===== src/design/sgd_pkg.sv =====
// Shared types, register indexes and defaults for the structured-light Gray decoder.
package sgd_pkg;

   // Parameter defaults
   localparam int MAX_CODE_BITS_DEF  = 12;
   localparam int INTENSITY_BITS_DEF = 8;

   // Configuration port geometry
   localparam int CSR_INDEX_BITS = 3;
   localparam int CSR_DATA_BITS  = 13;

   // Fixed result geometry
   localparam int INDEX_BITS = 12;

   // Register indexes on the configuration port
   typedef enum logic [CSR_INDEX_BITS-1:0] {
      CSR_ROW_CODE_BITS = 3'd0,
      CSR_COL_CODE_BITS = 3'd1,
      CSR_ROW_OFFSET    = 3'd2,
      CSR_COL_OFFSET    = 3'd3,
      CSR_PROJ_COLS     = 3'd4,
      CSR_PROJ_ROWS     = 3'd5,
      CSR_CONTRAST_MIN  = 3'd6
   } csr_index_type;

   // Configuration register set
   typedef struct packed {
      logic [3:0]  row_code_bits;
      logic [3:0]  col_code_bits;
      logic [10:0] row_offset;
      logic [10:0] col_offset;
      logic [12:0] proj_cols;
      logic [12:0] proj_rows;
      logic [7:0]  contrast_min;
   } cfg_type;

   // Reset values
   localparam cfg_type CFG_RESET = '{
      row_code_bits: 4'd0,
      col_code_bits: 4'd10,
      row_offset:    11'd0,
      col_offset:    11'd0,
      proj_cols:     13'd1024,
      proj_rows:     13'd768,
      contrast_min:  8'd32
   };

endpackage


===== src/design/sgd_csr.sv =====
// Configuration register file of the structured-light Gray decoder.
module sgd_csr (
   input  logic                               clock,
   input  logic                               reset,
   input  logic                               csr_valid,
   output logic                               csr_ready,
   input  logic [sgd_pkg::CSR_INDEX_BITS-1:0] csr_index,
   input  logic [sgd_pkg::CSR_DATA_BITS-1:0]  csr_data,
   output sgd_pkg::cfg_type                   cfg
);
   import sgd_pkg::*;

   cfg_type cfg_ff;
   cfg_type cfg_in;

   // Writes are always taken
   assign csr_ready = 1'b1;
   assign cfg       = cfg_ff;

   // Register decode; indexes past the list are dropped
   always_comb begin
      cfg_in = cfg_ff;
      if (csr_valid) begin
         unique case (csr_index)
            CSR_ROW_CODE_BITS: cfg_in.row_code_bits = csr_data[3:0];
            CSR_COL_CODE_BITS: cfg_in.col_code_bits = csr_data[3:0];
            CSR_ROW_OFFSET:    cfg_in.row_offset    = csr_data[10:0];
            CSR_COL_OFFSET:    cfg_in.col_offset    = csr_data[10:0];
            CSR_PROJ_COLS:     cfg_in.proj_cols     = csr_data[12:0];
            CSR_PROJ_ROWS:     cfg_in.proj_rows     = csr_data[12:0];
            CSR_CONTRAST_MIN:  cfg_in.contrast_min  = csr_data[7:0];
            default:           cfg_in = cfg_ff;
         endcase
      end
   end

   always_ff @(posedge clock) begin
      if (reset) begin
         cfg_ff <= CFG_RESET;
      end else begin
         cfg_ff <= cfg_in;
      end
   end

endmodule


===== src/design/structured_light_gray_decoder.sv =====
// A result is registered once the last plane sample leaves the input register.
// Throughput: one sample per cycle while no finished result waits on rsp_tready;
// a new sample can still enter the input register while a finished result waits.
// Each sample goes through one compare, one xor and one add.
// Reset (synchronous, active high) empties both registers, returns the pixel
// sequencer to idle and loads the configuration reset values.
module structured_light_gray_decoder #(
   parameter int MAX_CODE_BITS  = sgd_pkg::MAX_CODE_BITS_DEF,
   parameter int INTENSITY_BITS = sgd_pkg::INTENSITY_BITS_DEF
) (
   input  logic                                     clock,
   input  logic                                     reset,
   // Sample stream
   input  logic                                     req_tvalid,
   output logic                                     req_tready,
   input  logic [((INTENSITY_BITS+7)/8)*8-1:0]      req_tdata,  // intensity, zero pad
   input  logic                                     req_tuser,  // pixel_start
   // Result stream
   output logic                                     rsp_tvalid,
   input  logic                                     rsp_tready,
   output logic [2*sgd_pkg::INDEX_BITS-1:0]         rsp_tdata,  // row_index, col_index
   output logic                                     rsp_tuser,  // pixel_valid
   // Configuration writes
   input  logic                                     csr_valid,
   output logic                                     csr_ready,
   input  logic [sgd_pkg::CSR_INDEX_BITS-1:0]       csr_index,
   input  logic [sgd_pkg::CSR_DATA_BITS-1:0]        csr_data
);
   import sgd_pkg::*;

   localparam int IW  = INTENSITY_BITS;
   localparam int SW  = MAX_CODE_BITS;
   localparam int FPW = $clog2(2*MAX_CODE_BITS+3);
   localparam int DW  = ((SW > 13) ? SW : 13) + 1;

   cfg_type cfg;

   sgd_csr u_csr (
      .clock     (clock),
      .reset     (reset),
      .csr_valid (csr_valid),
      .csr_ready (csr_ready),
      .csr_index (csr_index),
      .csr_data  (csr_data),
      .cfg       (cfg)
   );

   // Input register
   logic          in_vld_ff;
   logic [IW-1:0] in_int_ff;
   logic          in_start_ff;

   // Pixel state
   logic [FPW-1:0] fp_ff,    fp_in;
   logic [IW-1:0]  white_ff, white_in;
   logic [IW-1:0]  thr_ff,   thr_in;
   logic           cok_ff,   cok_in;
   logic           bin_ff,   bin_in;
   logic [SW-1:0]  rsum_ff,  rsum_in;
   logic [SW-1:0]  csum_ff,  csum_in;

   // Result register
   logic                    out_vld_ff;
   logic [2*INDEX_BITS-1:0] out_data_ff, out_data_in;
   logic                    out_user_ff, out_user_in;

   logic adv;
   logic emit;

   // A sample moves on when the result slot is free or being emptied
   assign adv        = in_vld_ff && (!out_vld_ff || rsp_tready);
   assign req_tready = !in_vld_ff || adv;
   assign rsp_tvalid = out_vld_ff;
   assign rsp_tdata  = out_data_ff;
   assign rsp_tuser  = out_user_ff;

   // Per-sample step
   logic [FPW-1:0] nr, nc, total, j, k, n, sh;
   logic [IW:0]    wsum;
   logic [IW-1:0]  half, adiff;
   logic           bit_v, bin_new, is_row;
   logic [SW-1:0]  weight;
   logic [DW-1:0]  cdiff, rdiff;
   logic           ok;

   always_comb begin
      nr = (32'(cfg.row_code_bits) > MAX_CODE_BITS) ? FPW'(MAX_CODE_BITS)
                                                    : FPW'(cfg.row_code_bits);
      nc = (32'(cfg.col_code_bits) > MAX_CODE_BITS) ? FPW'(MAX_CODE_BITS)
                                                    : FPW'(cfg.col_code_bits);
      total = nr + nc;

      // Rounded mean of white and black, ties to even
      wsum  = {1'b0, white_ff} + {1'b0, in_int_ff};
      half  = wsum[IW:1];
      if (wsum[0] && half[0]) begin
         half = half + IW'(1);
      end
      adiff = (white_ff >= in_int_ff) ? (white_ff - in_int_ff) : (in_int_ff - white_ff);

      // Plane bit and Gray-to-binary accumulation
      j       = fp_ff - FPW'(2);
      is_row  = (j < nr);
      k       = is_row ? j : (j - nr);
      n       = is_row ? nr : nc;
      sh      = n - FPW'(1) - k;
      bit_v   = (in_int_ff >= thr_ff);
      bin_new = (k == '0) ? bit_v : (bin_ff ^ bit_v);
      weight  = SW'(1) << sh;

      fp_in    = fp_ff;
      white_in = white_ff;
      thr_in   = thr_ff;
      cok_in   = cok_ff;
      bin_in   = bin_ff;
      rsum_in  = rsum_ff;
      csum_in  = csum_ff;
      emit     = 1'b0;

      if (in_start_ff) begin
         white_in = in_int_ff;
         rsum_in  = '0;
         csum_in  = '0;
         bin_in   = 1'b0;
         cok_in   = 1'b0;
         fp_in    = FPW'(1);
      end else if (fp_ff == FPW'(1)) begin
         thr_in = half;
         cok_in = (adiff >= IW'(cfg.contrast_min));
         fp_in  = FPW'(2);
         if (total == '0) begin
            emit  = 1'b1;
            fp_in = '0;
         end
      end else if (fp_ff != '0) begin
         if (j >= total) begin
            // Plane count lowered under a running pixel
            fp_in = '0;
         end else begin
            bin_in = bin_new;
            if (bin_new && is_row) begin
               rsum_in = rsum_ff + weight;
            end
            if (bin_new && !is_row) begin
               csum_in = csum_ff + weight;
            end
            fp_in = fp_ff + FPW'(1);
            if (j + FPW'(1) == total) begin
               emit  = 1'b1;
               fp_in = '0;
            end
         end
      end

      // Range checks on the offset-corrected sums
      cdiff = DW'(csum_in) - DW'(cfg.col_offset);
      rdiff = DW'(rsum_in) - DW'(cfg.row_offset);
      ok = cok_in &&
           (DW'(csum_in) >= DW'(cfg.col_offset)) && (cdiff < DW'(cfg.proj_cols)) &&
           (DW'(rsum_in) >= DW'(cfg.row_offset)) && (rdiff < DW'(cfg.proj_rows));
      out_data_in = ok ? {rdiff[INDEX_BITS-1:0], cdiff[INDEX_BITS-1:0]} : '0;
      out_user_in = ok;
   end

   // Control registers
   always_ff @(posedge clock) begin
      if (reset) begin
         in_vld_ff  <= 1'b0;
         out_vld_ff <= 1'b0;
         fp_ff      <= '0;
      end else begin
         if (req_tready) begin
            in_vld_ff <= req_tvalid;
         end
         if (adv && emit) begin
            out_vld_ff <= 1'b1;
         end else if (rsp_tready) begin
            out_vld_ff <= 1'b0;
         end
         if (adv) begin
            fp_ff <= fp_in;
         end
      end
   end

   // Payload registers
   always_ff @(posedge clock) begin
      if (req_tready && req_tvalid) begin
         in_int_ff   <= req_tdata[IW-1:0];
         in_start_ff <= req_tuser;
      end
      if (adv) begin
         white_ff <= white_in;
         thr_ff   <= thr_in;
         cok_ff   <= cok_in;
         bin_ff   <= bin_in;
         rsum_ff  <= rsum_in;
         csum_ff  <= csum_in;
      end
      if (adv && emit) begin
         out_data_ff <= out_data_in;
         out_user_ff <= out_user_in;
      end
   end

endmodule

===== config.mk =====
export PLATFORM = sky130hd
export DESIGN_NAME = structured_light_gray_decoder
export DESIGN_NICKNAME = d
export VERILOG_FILES = /design/src/design/sgd_pkg.sv /design/src/design/sgd_csr.sv /design/src/design/structured_light_gray_decoder.sv
export SDC_FILE = /design/constraint.sdc
export NUM_CORES = 1
export LEC_CHECK = 0
export BUFFER_PORTS_ARGS = -buffer_cell sky130_fd_sc_hd__buf_2
export CORE_AREA = 2 2 166 168
export CTS_CLUSTER_SIZE = 30
export DETAILED_ROUTE_END_ITERATION = 6
export DIE_AREA = 0 0 168 170
export GPL_TIMING_DRIVEN = 0
export HOLD_SLACK_MARGIN = 0.06
export PLACE_DENSITY = 0.63
export REMOVE_ABC_BUFFERS = 1
export SKIP_CTS_REPAIR_TIMING = 1
export SLEW_MARGIN = 0
export SYNTH_ARGS = -nofsm -noshare
export SYNTH_HDL_FRONTEND = slang
export SYNTH_SLANG_ARGS = --single-unit
export TNS_END_PERCENT = 50

===== constraint.sdc =====
create_clock -name clock -period 10.3 [get_ports clock]
set_input_delay 0.515 -clock clock [delete_from_list [all_inputs] [get_ports clock]]
set_output_delay 0.515 -clock clock [all_outputs]
set_load 0.005 [all_outputs]

==> impl_metrics.tcl, run 1 <==
set metrics [dict create \
    vdd_drop_max_uv 128 \
    status "completed" \
    die_w_um 168 \
    clock_sinks 147 \
    max_freq_mhz 104 \
    dp_slack_ns -0.0000400 \
    final_cell_mix "nand2_1, ha_1, inv_1" \
    placementRows 60 \
    hold_violations 0 \
    area_growth_pct 12.8 \
    wl_um 24800 \
    ys_types 74 \
    worst_pin_slew_ns 1.38 \
    via_per_inst 5.15 \
    synth-edff-count 76 \
    synth_cells 1185 \
    fin_ws_ns 0.702 \
    final_max_slew_viol_count 0 \
    core_area_um2 26700 \
    syn_area_um2 10500 \
    worstSetupStartpointType "flip-flop" \
    syn_area_per_cell_um2 8.88 \
    drt_iter0_markers 506 \
    maxCapViolCount 0 \
    power.density_nw_per_um2 135 \
    final.setup_skew_ns 0.0106 \
    dpl-instance-area_um2 11100 \
    start_util_pct 39.5 \
    end_kind "flip-flop" \
    clockBufferDepth 2 \
    dp_cells 1551 \
    crit_fanout 18 \
    period_share_pct 93.2 \
    path_class "reg2reg" \
    tritoncts "yes" \
    clock_latency_ns 0.43 \
    nets 1402 \
    utilization_pct 44.5 \
    portBuffers 56 \
    p_leak_nw 4.91 \
    final_common_cell "nand2_1" \
    drive_above_1_share_pct 13.0 \
    cts_buffers 17 \
    htree_levels 4 \
    drtPass1Iterations 5 \
    fp.dieH_um 170 \
    via_count 8188 \
    grt_pass1_vias 7708 \
    dieArea_um2 28600 \
    cpMostUsedCell "ha_1" \
    synth_warnings 0 \
    hp-class "in2reg" \
    ys_ff_latch 147 \
    required_ns 10.54 \
    grt-ovfl-total 0 \
    worstPathArrival_ns 9.84 \
    grt_max_degree 70 \
    grt_pass1_wl_um 40200 \
    cts-root-buf "clkbuf_16" \
    antennaDiodeCount 0 \
    slew-limit-headroom_pct 8.22 \
    num_io_pins 58 \
    yosysSeqAreaShare_pct 35.2 \
    ant_nets 0 \
    drt-wirelength-per-cell_um 15.6 \
    path_clk_slew_ns 0.07 \
    fin_area_um2 11900 \
    fin_tns_setup_ns 0 \
    gp_congestion 0.820 \
    grt_use_total_pct 17.7 \
    period_needed_ns 9.60 \
    setup_viol_count_final 0 \
    synth_flop_cell "edfxtp_1" \
    critical-path-max-stage-delay_ns 0.44 \
    drc 0 \
    grt_antenna_before_repair 0 \
    critPathSlowestCell "fa_1" \
    hpwlAfterDp_um 18500 \
    synthArstFlopShare_pct 0 \
    stdcell_count 1589 \
]
-- final timing paths --
path | startpoint | slack, ns | end | cells after the start
max | fp_ff[1] | 0.70 | rsp_tdata[22] | 44
min reg2reg | u_csr.cfg[41] | 0.45 | u_csr.cfg[41] | 2
max reg2reg | fp_ff[1] | 0.70 | rsp_tdata[22] | 44
min | req_tdata[1] | 0.26 | in_int_ff[1] | 1
-- through the flow --
step,total power (W),hold slack (ns)
after floorplan,0.000883,0.430
after global placement,0.000961,0.442
after detailed placement,0.000969,0.447
after CTS,0.00161,0.247
after global routing,0.00168,0.249
final,0.00161,0.263
-- power breakdown --
part | leakage [nW] | internal (W) | switching, W
clock | 0.285 | 0.000380 | 0.000257
combinational | 3.29 | 0.000131 | 0.000191
sequential | 1.34 | 0.000633 | 0.0000159
-- sequential cells by signal (all words and copies together), names as in the netlist, 5 cells and up --
signal     flops
u_csr.cfg     64
rsp_tdata     24
csum_ff       12
rsum_ff       12
in_int_ff      8
thr_ff         8
white_ff       8
fp_ff          5
-- critical path: cells and delay by family (launching register included) --
family / cells / cell delay (ns)
fa+ha+maj: 6 / 2.01
buf+inv: 7 / 1.07
compound gates: 14 / 2.74
simple gates: 15 / 2.61
xor+xnor: 2 / 0.50
flops: 1 / 0.42
-- synth_stat cells (all sizes together) (3+ instances only) --
cell	instances	area share, %
nand3	13	0.62
buf	6	0.51
ha	127	15
or3	8	0.52
a211oi	16	1.3
and2	5	0.31
a21boi	5	0.36
nor2b	16	0.95
edfxtp	76	22
and3	4	0.24
clkbuf	27	0.96
a31oi	8	0.48
nor3	19	1.2
xnor2	42	3.7
dfxtp	71	14
a21oi	122	6.0
or2	4	0.24
nand2	151	5.4
nor4	3	0.18
nor3b	3	0.21
a211o	12	1.1
nand4	10	0.59
o21a	8	0.57
or4	3	0.21
o211ai	5	0.40
fa	10	1.9
mux2i	24	2.4
xor2	27	2.3
mux2	4	0.43
o21ai	35	1.7
nand2b	22	1.3
nor2	118	4.6
inv	124	4.4
a2111oi	3	0.43
a21o	23	1.6
nand3b	3	0.21
o21bai	5	0.36
and2b	3	0.25
-- layer usage --
layer / vias to the layer above / part of all wire, % / GRT usage [%]
met5: - / 0 / 0
met4: 0 / 2.2 / 5.94
met3: 34 / 3.0 / 2.53
met2: 138 / 45 / 28.0
met1: 3843 / 50 / 25.0
li1: 4173 / - / -
-- layout make-up --
class,count,area (µm²)
inverter,125,473
timing repair buffer,64,368
multi-input combinational,880,6300
sequential,147,3710
clock buffer,18,429
fill,2570,14800
clock inverter,14,163
tap,341,427
-- logic make-up (layout without fill, tap and decap cells) --
| logic type | count (synthesis) | in the layout | share of synthesized area, % |
|---|---|---|---|
| DFF | 147 | 147 | 35.2 |
| adders and majority gates | 139 | 139 | 17.2 |
| other | 1 | 1 | 0.0357 |
| buffers and inverters | 158 | 221 | 5.94 |
| and+or+nand+nor | 386 | 386 | 17.0 |
| muxes | 28 | 28 | 2.83 |
| xor gates and xnor gates | 69 | 69 | 6.00 |
| AOI/OAI and AO/OA | 257 | 257 | 15.7 |
Power figures use the tool's default switching activity.
==> inputs of run 2 (changes only) <==
- CELL_PAD_IN_SITES_DETAIL_PLACEMENT: default -> 0
- CELL_PAD_IN_SITES_GLOBAL_PLACEMENT: default -> 1
- PLACE_DENSITY: 0.63 -> 0.76
==> run 2 against run 1 <==
First-iteration DRC count down 30%. Fmax rose by 0.58%. Combinational power down 2%. Hold slack worse by 0.0056 ns. Design area fell by 0.35%.
==> impl_metrics.tcl, run 2 (same netlist as run 1, synthesis figures left out) <==
set metrics [dict create \
    dp_cells 1551 \
    drt_iter0_markers 356 \
    final_cell_mix "nand2_1, ha_1, inv_1" \
    status "completed" \
    ant_nets 0 \
    reg2regPathDepth 42 \
    period_needed_ns 9.54 \
    wl_um 25200 \
    crit_start "fp_ff[1]" \
    final.setup_skew_ns 0.0151 \
    required_ns 10.54 \
    final_common_cell "nand2_1" \
    via_per_inst 5.09 \
    slew-limit-headroom_pct 11.5 \
    drive_above_1_share_pct 13.0 \
    hp-class "in2reg" \
    hpwlAfterDp_um 19000 \
    die_w_um 168 \
    dieArea_um2 28600 \
    end_kind "flip-flop" \
    area_growth_pct 12.4 \
    clock_latency_ns 0.43 \
    p_leak_nw 4.89 \
    start_util_pct 39.5 \
    critical-path-max-stage-delay_ns 0.45 \
    worstPathArrival_ns 9.78 \
    worstSetupStartpointType "flip-flop" \
    worst_pin_slew_ns 1.33 \
    grt_use_total_pct 18.0 \
    grt_antenna_before_repair 0 \
    nets 1401 \
    r2r-end "rsp_tdata[22]" \
    tritoncts "yes" \
    core_area_um2 26700 \
    critPathSlowestCell "or3_1" \
    crit_fanout 13 \
    drc 0 \
    final_max_slew_viol_count 0 \
    hold_violations 0 \
    maxCapViolCount 0 \
    power.density_nw_per_um2 132 \
    grt_max_degree 70 \
    dp_slack_ns -0.227 \
    via_count 8082 \
    fin_ws_ns 0.757 \
    largest_reg_flops 64 \
    dpl-instance-area_um2 11200 \
    drtPass1Iterations 4 \
    rrSetupSlack_ns 0.76 \
    num_io_pins 58 \
    cp-endpoint "rsp_tdata[22]" \
    fp.dieH_um 170 \
    grt_pass1_wl_um 40400 \
    fin_tns_setup_ns 0 \
    cts_buffers 17 \
    portBuffers 56 \
    gp_congestion 0.861 \
    drt-wirelength-per-cell_um 15.9 \
    fin_area_um2 11800 \
    htree_levels 4 \
    grt_pass1_vias 7812 \
    cpMostUsedCell "ha_1" \
    placementRows 60 \
    antennaDiodeCount 0 \
    period_share_pct 92.6 \
    clock_sinks 147 \
    cts-root-buf "clkbuf_16" \
    grt-ovfl-total 0 \
    path_clk_slew_ns 0.07 \
    hold_ws_ns 0.257 \
    stdcell_count 1588 \
    reg2reg_from "fp_ff[1]" \
    setup_viol_count_final 0 \
    clockBufferDepth 2 \
    max_freq_mhz 105 \
    vdd_drop_max_uv 87.0 \
    path_class "reg2reg" \
]
==> run 2: final cells by class <==
cell class / instances / area (µm²)
timing repair buffer: 63 / 379
clock buffer: 18 / 429
fill: 2583 / 14800
inverter: 125 / 473
clock inverter: 14 / 118
sequential: 147 / 3710
multi-input combinational: 880 / 6290
tap: 341 / 427
==> run 2: where the power goes <==
| group | internal [W] | switching (W) |
|---|---|---|
| Sequential | 0.000632 | 0.0000153 |
| Clock | 0.000317 | 0.000280 |
| Combinational | 0.000128 | 0.000187 |
==> run 2: worst max-delay path: cells and delay by family, from the launching register on <==
kind	cells	cell delay, ns
AO/OA/AOI/OAI	14	2.87
AND/OR/NAND/NOR	13	2.57
adder cells (fa/ha/maj)	7	2.18
buffers and inverters	6	0.86
flip-flops	1	0.42
XOR/XNOR	2	0.41
==> run 2: how the worst min path moves through the flow <==
stage	startpoint	end	slack, ns	cells past startpoint
after floorplan	u_csr.cfg[20]	u_csr.cfg[20]	0.43	2
after global placement	u_csr.cfg[47]	u_csr.cfg[47]	0.44	2
after detailed placement	u_csr.cfg[53]	u_csr.cfg[53]	0.45	2
after CTS	req_tdata[0]	in_int_ff[0]	0.24	1
after global routing	req_tdata[2]	in_int_ff[2]	0.24	1
final	req_tdata[0]	in_int_ff[0]	0.26	1
==> run 2: per-stage QoR <==
stage / util [%] / total power (W)
6_report: 44.4 / 0.00156
5_1_grt: 44.4 / 0.00164
3_5_place_dp: 41.9 / 0.000968
3_3_place_gp: 41.5 / 0.000961
2_1_floorplan: - / 0.000883
4_1_cts: 43.9 / 0.00156
==> run 2: layer usage <==
layer	global-route usage [%]	share of wire, %
met4	5.90	2.0
met5	0	0
met2	30.5	48
met1	23.8	48
met3	2.28	2.3
==> inputs of run 3 (changes only) <==
- clock period: 10.3 -> 8.8 ns (I/O delays scaled with it)
==> run 3 against run 2 <==
Critical path depth is 1 lower. Sequential share of layout area is 1.8 points lower. Combinational power is 37% higher. Hold slack worse by 0.077 ns. Critical path type unchanged. Largest power group unchanged.
==> impl_metrics.tcl, run 3 (same netlist as run 1, synthesis figures left out) <==
set metrics [dict create \
    required_ns 9.07 \
    p_leak_nw 5.16 \
    slew-limit-headroom_pct 10.1 \
    portBuffers 56 \
    die_w_um 168 \
    drt-wirelength-per-cell_um 16.0 \
    highest_layer "met4" \
    power.density_nw_per_um2 150 \
    path_clk_slew_ns 0.07 \
    final.setup_skew_ns 0.0141 \
    status "completed" \
    period_needed_ns 8.44 \
    wl_met1_um 12400 \
    crit_fanout 8 \
    final_cell_mix "nand2_1, inv_1, ha_1" \
    clock_sinks 147 \
    critPathSlowestCell "a221o_2" \
    htree_levels 4 \
    dp_cells 1551 \
    rrSetupSlack_ns 0.36 \
    grt_max_degree 70 \
    end_kind "flip-flop" \
    dpl-instance-area_um2 11200 \
    fin_area_um2 12600 \
    grt_pass1_wl_um 40400 \
    met2_length_um 12600 \
    clock_latency_ns 0.43 \
    worstPathArrival_ns 8.71 \
    cts-root-buf "clkbuf_16" \
    utilization_pct 47.2 \
    drtPass1Iterations 5 \
    hold_ws_ns 0.181 \
    setup_viol_count_final 0 \
    core_area_um2 26700 \
    hp-class "in2reg" \
    route.met3.wl_um 568 \
    r2r-end "rsp_tdata[23]" \
    grt_use_total_pct 18.0 \
    max_freq_mhz 118 \
    vdd_drop_max_uv 102 \
    drt_iter0_markers 355 \
    fin_tns_setup_ns 0 \
    cts_buffers 17 \
    grt_antenna_before_repair 0 \
    critical-path-max-stage-delay_ns 0.45 \
    path_class "reg2reg" \
    dieArea_um2 28600 \
    reg2regPathDepth 41 \
    via_count 8308 \
    reg2reg_from "fp_ff[1]" \
    num_io_pins 58 \
    gp_congestion 0.861 \
    area_growth_pct 19.7 \
    via_per_inst 5.10 \
    nets 1443 \
    antennaDiodeCount 0 \
    maxCapViolCount 0 \
    wl_um 26000 \
    grt_pass1_vias 7812 \
    tritoncts "yes" \
    worst_pin_slew_ns 1.35 \
    drive_above_1_share_pct 20.6 \
    hpwlAfterDp_um 19000 \
    min_to "in_int_ff[0]" \
    final_max_slew_viol_count 0 \
    worstSetupStartpointType "flip-flop" \
    drc 0 \
    hp-start "req_tdata[0]" \
    fp.dieH_um 170 \
    hold_violations 0 \
    largest_reg_flops 64 \
    period_share_pct 95.9 \
    final_common_cell "nand2_1" \
    placementRows 60 \
    grt-ovfl-total 0 \
    clockBufferDepth 2 \
    start_util_pct 39.5 \
    ant_nets 0 \
    hold_depth 1 \
    stdcell_count 1630 \
]
-- run 3: cell count changes in the layout (fill, tap and decap cells not counted), moves of 9 or more --
cell | before | now
o21ai_0 | 34 | 25
buf_4 | 5 | 45
a21oi_2 | 2 | 13
ha_1 | 126 | 115
ha_4 | 0 | 10
a21oi_1 | 118 | 105
-- run 3: worst max-delay path by stage --
stage | start | cells past startpoint | end | slack (ns)
final | fp_ff[1] | 41 | rsp_tdata[23] | 0.36
after global routing | fp_ff[1] | 44 | rsp_tdata[14] | -0.10
after CTS | fp_ff[1] | 42 | rsp_tdata[22] | -1.79
after detailed placement | fp_ff[1] | 42 | rsp_tdata[22] | -1.73
after global placement | fp_ff[1] | 41 | rsp_tdata[11] | -2.23
after floorplan | fp_ff[1] | 43 | rsp_tdata[11] | -0.06
-- run 3: critical path, delay by kind of cell, from the launching register on --
family,cells,cell delay [ns]
buf+inv,7,0.92
compound gates,14,2.94
xor+xnor,2,0.41
simple gates,11,1.66
flops,1,0.37
mux,1,0.21
fa+ha+maj,6,1.77
-- run 3: area by class of cell --
cell class	instances	area, µm²
Clock buffer	18	429
Clock inverter	14	118
Fill cell	2494	14100
Inverter	125	475
Multi-Input combinational cell	880	6720
Sequential cell	147	3710
Tap cell	341	427
Timing Repair Buffer	105	699
-- run 3: power by group --
group | switching [W] | internal (W) | total [W]
sequential | 0.0000185 | 0.000739 | 0.000758
combinational | 0.000243 | 0.000186 | 0.000429
clock | 0.000327 | 0.000371 | 0.000697
total | 0.000588 | 0.00130 | 0.00188
-- run 3: per-stage QoR --
step	setup WS, ns	total power, W
2_1_floorplan	-0.0597	0.00103
3_3_place_gp	-2.23	0.00112
3_5_place_dp	-1.73	0.00113
4_1_cts	-1.79	0.00183
5_1_grt	-0.101	0.00198
6_report	0.360	0.00188
-- run 3: layer usage --
metal | track usage [%] | vias up
li1 | - | 4256
met2 | 30.5 | 109
met4 | 5.90 | 0
met3 | 2.28 | 21
met1 | 23.8 | 3922
met5 | 0 | -
